## config.mk

```make
export PLATFORM = sky130hd
export DESIGN_NAME = input_gesture_pattern_detector_top
export DESIGN_NICKNAME = d
export VERILOG_FILES = /design/src/sv/igpd_pkg.sv /design/src/sv/igpd_front.sv /design/src/sv/igpd_back.sv /design/src/sv/input_gesture_pattern_detector_top.sv
export SDC_FILE = /design/constraint.sdc
export NUM_CORES = 2
export LEC_CHECK = 0
export BUFFER_PORTS_ARGS = -buffer_cell sky130_fd_sc_hd__buf_2
export CAP_MARGIN = 15
export CELL_PAD_IN_SITES_DETAIL_PLACEMENT = 0
export CELL_PAD_IN_SITES_GLOBAL_PLACEMENT = 1
export CORE_ASPECT_RATIO = 0.8
export CORE_MARGIN = 4
export CORE_UTILIZATION = 40
export CTS_CLUSTER_DIAMETER = 40
export DETAILED_ROUTE_END_ITERATION = 6
export PLACE_DENSITY = 0.76
export SLEW_MARGIN = 40
export SYNTH_ARGS = -nofsm -noshare
export SYNTH_HDL_FRONTEND = slang
export SYNTH_SLANG_ARGS = --single-unit
```

## constraint.sdc

```tcl
create_clock -name clk -period 13.2 [get_ports clk]
set_input_delay 2.64 -clock clk [delete_from_list [all_inputs] [get_ports clk]]
set_output_delay 2.64 -clock clk [all_outputs]
set_load 0.01 [all_outputs]
```

## src/sv/igpd_pkg.sv

```systemverilog
package igpd_pkg;
  localparam int SOURCES = 8;
  localparam int EVENTS = 3;
  localparam int STEPS = 4;
  localparam int LOG_DEPTH = 4;
  localparam int LEN_W = 3;
  localparam int TIME_W = 32;

  typedef enum logic [2:0] {
    REG_EV0_MIN = 3'd0, REG_EV0_MAX = 3'd1, REG_EV1_MIN = 3'd2,
    REG_EV1_MAX = 3'd3, REG_EV2_MIN = 3'd4, REG_EV2_MAX = 3'd5,
    REG_SHAPE = 3'd6, REG_SMASK = 3'd7
  } reg_idx_t;

  // classified word handed from front to back
  typedef struct packed {
    logic                     level;
    logic [TIME_W-1:0]        now;
  } tick_t;

  typedef struct packed {
    logic [2:0]               fired;
    logic                     level;
    logic                     changed;
  } result_t;
endpackage

```

## src/sv/igpd_front.sv

```systemverilog
module igpd_front (
  input  logic                          clk,
  input  logic                          rst,
  input  logic                          valid,
  output logic                          stall,
  input  logic [igpd_pkg::SOURCES-1:0]  source_levels,
  input  logic [igpd_pkg::TIME_W-1:0]   now_ms,
  input  logic [igpd_pkg::SOURCES-1:0]  smask,
  output logic                          q_valid,
  input  logic                          q_pop,
  output igpd_pkg::tick_t               q_head
);
  // two-entry queue of classified ticks
  igpd_pkg::tick_t mem [2];
  logic            wp, rp;
  logic [1:0]      cnt;
  logic            push;
  igpd_pkg::tick_t t;

  always_comb begin
    t.level = ((source_levels & smask) == smask);
    t.now = now_ms;
  end

  assign stall = (cnt == 2'd2);
  assign push = valid && !stall;
  assign q_valid = (cnt != 2'd0);
  assign q_head = mem[rp];

  always_ff @(posedge clk) begin
    if (push) mem[wp] <= t;
    if (rst) begin
      wp <= 1'b0;
      rp <= 1'b0;
      cnt <= 2'd0;
    end else begin
      if (push) wp <= ~wp;
      if (q_pop) rp <= ~rp;
      cnt <= cnt + {1'b0, push} - {1'b0, q_pop};
    end
  end

  a_nopop_empty: assert property (@(posedge clk) disable iff (rst) q_pop |-> q_valid)
    else $error("pop from empty queue");
  a_cnt: assert property (@(posedge clk) disable iff (rst) cnt != 2'd3)
    else $error("queue count overflow");
  a_push_cnt: assert property (@(posedge clk) disable iff (rst)
    (push && !q_pop) |=> cnt == $past(cnt) + 2'd1)
    else $error("queue count missed push");
endmodule

```

## src/sv/igpd_back.sv

```systemverilog
module igpd_back (
  input  logic                         clk,
  input  logic                         rst,
  input  logic                         q_valid,
  output logic                         q_pop,
  input  igpd_pkg::tick_t              q_head,
  input  logic [63:0]                  min_t [igpd_pkg::EVENTS],
  input  logic [63:0]                  max_t [igpd_pkg::EVENTS],
  input  logic [24:0]                  shape,
  output logic                         o_valid,
  input  logic                         o_stall,
  output igpd_pkg::result_t            o_res
);
  typedef enum logic [1:0] {S_IDLE, S_EVAL, S_OUT} state_t;
  state_t state;

  logic                        h_lvl [igpd_pkg::LOG_DEPTH];
  logic [igpd_pkg::TIME_W-1:0] h_tim [igpd_pkg::LOG_DEPTH];
  logic [2:0]                  cntr [igpd_pkg::EVENTS];
  logic [1:0]                  ev;
  igpd_pkg::tick_t             cur;
  logic                        chg;
  logic [2:0]                  fired;
  logic                        match;

  // one event per cycle, steps checked in parallel
  always_comb begin
    logic [7:0]  f;
    logic [2:0]  len;
    logic [31:0] el;
    logic [15:0] mn, mx;
    f = shape[8*ev+1 +: 8];
    len = f[3:1];
    mn = '0;
    mx = '0;
    el = '0;
    match = f[0] && len != 3'd0 && len <= 3'(igpd_pkg::STEPS) && cntr[ev] >= len;
    for (int i = 0; i < igpd_pkg::STEPS; i++) begin
      if (i < len) begin
        mn = min_t[ev][16*(len-1-i) +: 16];
        mx = max_t[ev][16*(len-1-i) +: 16];
        el = (i == 0) ? cur.now - h_tim[0] : h_tim[i-1] - h_tim[i];
        if (f[4+len-1-i] != h_lvl[i]) match = 1'b0;
        if (el < {16'd0, mn}) match = 1'b0;
        if (i != 0 && mx != 16'd0 && el >= {16'd0, mx}) match = 1'b0;
      end
    end
  end

  assign q_pop = (state == S_IDLE) && q_valid;
  assign o_valid = (state == S_OUT);

  always_ff @(posedge clk) begin
    if (rst) begin
      state <= S_IDLE;
      ev <= '0;
      for (int i = 0; i < igpd_pkg::LOG_DEPTH; i++) begin
        h_lvl[i] <= 1'b0;
        h_tim[i] <= '0;
      end
      for (int e = 0; e < igpd_pkg::EVENTS; e++) cntr[e] <= '0;
    end else begin
      case (state)
        S_IDLE: if (q_valid) begin
          cur <= q_head;
          fired <= '0;
          ev <= '0;
          chg <= 1'b0;
          o_res.level <= q_head.level;
          if (shape[0]) begin
            state <= S_EVAL;
            if (q_head.level != h_lvl[0]) begin
              chg <= 1'b1;
              for (int i = igpd_pkg::LOG_DEPTH-1; i > 0; i--) begin
                h_lvl[i] <= h_lvl[i-1];
                h_tim[i] <= h_tim[i-1];
              end
              h_lvl[0] <= q_head.level;
              h_tim[0] <= q_head.now;
              for (int e = 0; e < igpd_pkg::EVENTS; e++)
                if (cntr[e] < 3'(igpd_pkg::STEPS)) cntr[e] <= cntr[e] + 3'd1;
            end
          end else begin
            o_res.fired <= '0;
            o_res.changed <= 1'b0;
            state <= S_OUT;
          end
        end
        S_EVAL: begin
          if (match) begin
            fired[ev] <= 1'b1;
            cntr[ev] <= '0;
          end
          if (ev == 2'(igpd_pkg::EVENTS-1)) begin
            o_res.fired <= fired | (match ? (3'd1 << ev) : 3'd0);
            o_res.changed <= chg;
            state <= S_OUT;
          end else ev <= ev + 2'd1;
        end
        S_OUT: if (!o_stall) state <= S_IDLE;
        default: state <= S_IDLE;
      endcase
    end
  end

  a_pop_idle: assert property (@(posedge clk) disable iff (rst) q_pop |=> state != S_IDLE)
    else $error("pop did not start work");
  a_hold: assert property (@(posedge clk) disable iff (rst)
    (o_valid && o_stall) |=> o_valid && $stable(o_res))
    else $error("result dropped under stall");
  a_ev: assert property (@(posedge clk) disable iff (rst) ev < 2'(igpd_pkg::EVENTS))
    else $error("event index out of range");
endmodule

```

## src/sv/input_gesture_pattern_detector_top.sv

```systemverilog
// gesture pattern detector for one button channel
// input channel: valid/stall, word = source_levels + now_ms, one per tick
// output channel: valid/stall, word = fired_mask, channel_level, level_changed
// one result word for every input word, in order
// configuration: apb, 64-bit data, register i at byte address 8*i, to be
// written only while the block is idle (not enforced); pready is always high
// front: forms the channel level, pushes into a two-entry queue
// back: shifts history on a level change, then checks one event per cycle
// after accept, the back pops the word from the queue with history update,
// then runs the three event checks and presents the result; when the channel
// is disabled it presents the result straight after the pop; the back takes
// the next word from the queue only once the result has been taken
// receiver stall: the result is held; the queue fills, then input stalls
// reset: history cleared to level low time 0, counters and registers zero
module input_gesture_pattern_detector_top (
  input  logic        clk,
  input  logic        rst,
  input  logic        valid,
  output logic        stall,
  input  logic [7:0]  source_levels,
  input  logic [31:0] now_ms,
  output logic        out_valid,
  input  logic        out_stall,
  output logic [2:0]  fired_mask,
  output logic        channel_level,
  output logic        level_changed,
  input  logic        psel,
  input  logic        penable,
  input  logic        pwrite,
  input  logic [5:0]  paddr,
  input  logic [63:0] pwdata,
  output logic [63:0] prdata,
  output logic        pready
);
  logic [63:0] min_t [igpd_pkg::EVENTS];
  logic [63:0] max_t [igpd_pkg::EVENTS];
  logic [24:0] shape;
  logic [7:0]  smask;
  logic        q_valid, q_pop;
  igpd_pkg::tick_t   q_head;
  igpd_pkg::result_t res;
  igpd_pkg::reg_idx_t idx;

  assign pready = 1'b1;
  assign idx = igpd_pkg::reg_idx_t'(paddr[5:3]);

  // register file
  always_ff @(posedge clk) begin
    if (rst) begin
      for (int e = 0; e < igpd_pkg::EVENTS; e++) begin
        min_t[e] <= '0;
        max_t[e] <= '0;
      end
      shape <= '0;
      smask <= '0;
    end else if (psel && penable && pwrite && pready) begin
      case (idx)
        igpd_pkg::REG_EV0_MIN: min_t[0] <= pwdata;
        igpd_pkg::REG_EV0_MAX: max_t[0] <= pwdata;
        igpd_pkg::REG_EV1_MIN: min_t[1] <= pwdata;
        igpd_pkg::REG_EV1_MAX: max_t[1] <= pwdata;
        igpd_pkg::REG_EV2_MIN: min_t[2] <= pwdata;
        igpd_pkg::REG_EV2_MAX: max_t[2] <= pwdata;
        igpd_pkg::REG_SHAPE:   shape <= pwdata[24:0];
        igpd_pkg::REG_SMASK:   smask <= pwdata[7:0];
        default: ;
      endcase
    end
  end

  always_comb begin
    case (idx)
      igpd_pkg::REG_EV0_MIN: prdata = min_t[0];
      igpd_pkg::REG_EV0_MAX: prdata = max_t[0];
      igpd_pkg::REG_EV1_MIN: prdata = min_t[1];
      igpd_pkg::REG_EV1_MAX: prdata = max_t[1];
      igpd_pkg::REG_EV2_MIN: prdata = min_t[2];
      igpd_pkg::REG_EV2_MAX: prdata = max_t[2];
      igpd_pkg::REG_SHAPE:   prdata = {39'd0, shape};
      igpd_pkg::REG_SMASK:   prdata = {56'd0, smask};
      default:               prdata = '0;
    endcase
  end

  igpd_front u_front (
    .clk, .rst, .valid, .stall, .source_levels, .now_ms, .smask,
    .q_valid, .q_pop, .q_head
  );

  igpd_back u_back (
    .clk, .rst, .q_valid, .q_pop, .q_head, .min_t, .max_t, .shape,
    .o_valid(out_valid), .o_stall(out_stall), .o_res(res)
  );

  assign fired_mask = res.fired;
  assign channel_level = res.level;
  assign level_changed = res.changed;
endmodule
```

==> impl_metrics.ini <==
[layout]
final_common_cell = nand2_1
utilization_pct = 46.0
stdcell_area_mm2 = 0.0492
final_cells = 6850
layout_common_cells = nand2_1, a21oi_1, dfxtp_1
drive_above_1_share_pct = 11.2
synthToLayoutAreaGrowth_pct = 13.4
nets = 5714

[yosys]
synthMuxAreaShare_pct = 11.3
synth_top_family_by_area = compound AO/OA/AOI/OAI gates
synth-seq-cells = 676
synth-xor-area-share_pct = 1.95
synthCells = 5322
synthArstFlopShare_pct = 0
ys.warnings.count = 0
synth-compound-area-share_pct = 19.3
synthesis.nets = 5692
ys.flop_type = dfxtp_1
synthesis.area_mm2 = 0.0434
yosysUniqueCellTypes = 93
yosys.area_share.adder_pct = 7.37
syn_area_per_cell_um2 = 8.15
synth-seq-area-share_pct = 36.7
synth-edff-count = 239
synth-simple-area-share_pct = 18.6

[route]
ant_nets = 0
totalWireLength_um = 166000
wl_per_cell_um = 24.2
drt-initial-drc-count = 4600
dr.pass1.iters = 6
vias = 40118
via_per_inst = 5.86
drc = 0

[clocking]
clkTransAtPathRegs_ns = 0.06
cts_resized = 0
clock_latency_ns = 0.74
post_cts_buffers = 0
cts_tree = done
clock_sinks = 676
ctsHoldBuffers = 0
cts_buffer_depth = 3
cts_buffers = 99
cts_htree_levels = 3
cts_root_buf = clkbuf_16

[placed_design]
dp_hpwl_um = 117000
io_buffers = 184
dp.cells = 6659
placed_cell_area_mm2 = 0.0456
place_congestion = 0.969

[floorplanning]
rows = 107
io_pins = 189
die_y_um = 303
dieArea_mm2 = 0.114
start_util_pct = 40.5
core_mm2 = 0.107
fp.dieW_um = 376

[power]
power.leakage_nw = 17.8
worst_ir_drop_vdd_uv = 104
powerDensity_mw_per_mm2 = 126
power_mw = 6.19

[flow_run]
cap_violations = 0

[sta]
layout_min_cycle_time_ns = 8.23
slew_violations = 0
setup-tns-final_ns = 0
final.period_utilization_pct = 62.4
relSlewSlack_pct = 34.6
worst-slew-pin-transition_ns = 0.970
fmax_mhz = 121
finalClockSkew_ns = 0.0570
rsz0062_at_grt = no
hold_violations = 0
finalSetupViolCount = 0

[worst_hold_path]
hp-class = flop to flop

[worst_setup_path]
path_class = input pin to output port
critPathMaxFanout = 50
startpoint_type = input pin
required_ns = 10.56
end_kind = output port
arrival_ns = 5.59

[global_route]
grt_max_degree = 185
grt_overflow = 0
antenna_found_initial = 12
grt_pass1_vias = 36935
grtUsageTotal_pct = 28.2
grt_pass1_wl_um = 243000

[status]
status = completed
==> synth_stat cells (40+ instances only) <==
| cell type | instances | area (µm²) |
|---|---|---|
| a21o_1 | 62 | 465 |
| a21oi_1 | 673 | 3370 |
| clkbuf_1 | 260 | 976 |
| dfxtp_1 | 437 | 8750 |
| edfxtp_1 | 239 | 7180 |
| ha_1 | 249 | 3120 |
| inv_1 | 185 | 694 |
| mux2_2 | 78 | 878 |
| mux2i_1 | 298 | 2980 |
| mux4_2 | 42 | 946 |
| nand2_1 | 1186 | 4450 |
| nand4_1 | 45 | 282 |
| nor2_1 | 425 | 1600 |
| nor2b_1 | 53 | 332 |
| nor3_1 | 50 | 250 |
| o21ai_0 | 276 | 1380 |
| xnor2_1 | 53 | 464 |
| xor2_1 | 40 | 350 |
==> final cells by class <==
type / instances / area, µm²
antenna: 8 / 20.0
inverter: 189 / 712
sequential: 676 / 15900
tap: 1417 / 1770
clock inverter: 75 / 992
multi-input combinational: 4122 / 25600
clock buffer: 107 / 2530
timing repair buffer: 256 / 1650
fill: 10425 / 57800
==> critical path, stage by stage <==
cell and delay (ns):
buf_6 0.35, buf_4 0.68, inv_1 0.09, buf_4 0.27, nor2_2 0.19, buf_4 0.47, a22o_1 0.20, a222oi_1 0.06
a21oi_1 0.35, buf_2 0.20
==> routing by layer <==
| layer | vias to the layer above | wire, µm | GRT usage (%) |
|---|---|---|---|
| met5 | - | 13 | 0 |
| met4 | 2 | 4060 | 7.51 |
| met3 | 248 | 16800 | 6.23 |
| met2 | 1871 | 68500 | 40.1 |
| met1 | 19117 | 76700 | 42.7 |
| li1 | 18880 | - | - |
==> metrics by stage <==
step                hold WS (ns)  setup slack, ns
floorplan                  0.442             6.21
global placement           0.454             5.04
detailed placement         0.458             5.05
CTS                        0.466             5.04
global route               0.482             4.89
finish                     0.466             4.97
==> state kept, by name (all words and copies together), names as in the netlist, 5 cells and up, named ones only <==
| signal | flops |
|---|---|
| shape | 25 |
| u_back.cntr | 9 |
| min_t | 192 |
| max_t | 192 |
| u_front.mem | 66 |
| u_back.cur | 32 |
| u_back.h_tim | 128 |
| u_back.o_res | 5 |
| smask | 8 |
==> final timing paths <==
check / start / end / slack (ns) / cells after the start
worst max register to register: u_back.ev[0] / u_back.fired[1] / 5.31 / 19
worst max-delay path: paddr[3] / prdata[55] / 4.97 / 10
worst min-delay path: max_t[128] / max_t[128] / 0.47 / 2
worst min register to register: max_t[128] / max_t[128] / 0.47 / 2
==> power by group <==
part           switching (mW)  internal, mW
clock                    1.09          1.73
sequential             0.0467          2.26
combinational           0.677         0.389
==> kinds of logic after synthesis <==
| group | Yosys count |
|---|---|
| compound gates | 1410 |
| xor+xnor | 95 |
| fa+ha+maj | 253 |
| buf+inv | 524 |
| flops | 676 |
| mux | 426 |
| other cells | 1 |
| simple gates | 1937 |
Note: power is estimated with default switching activity, not from simulation.
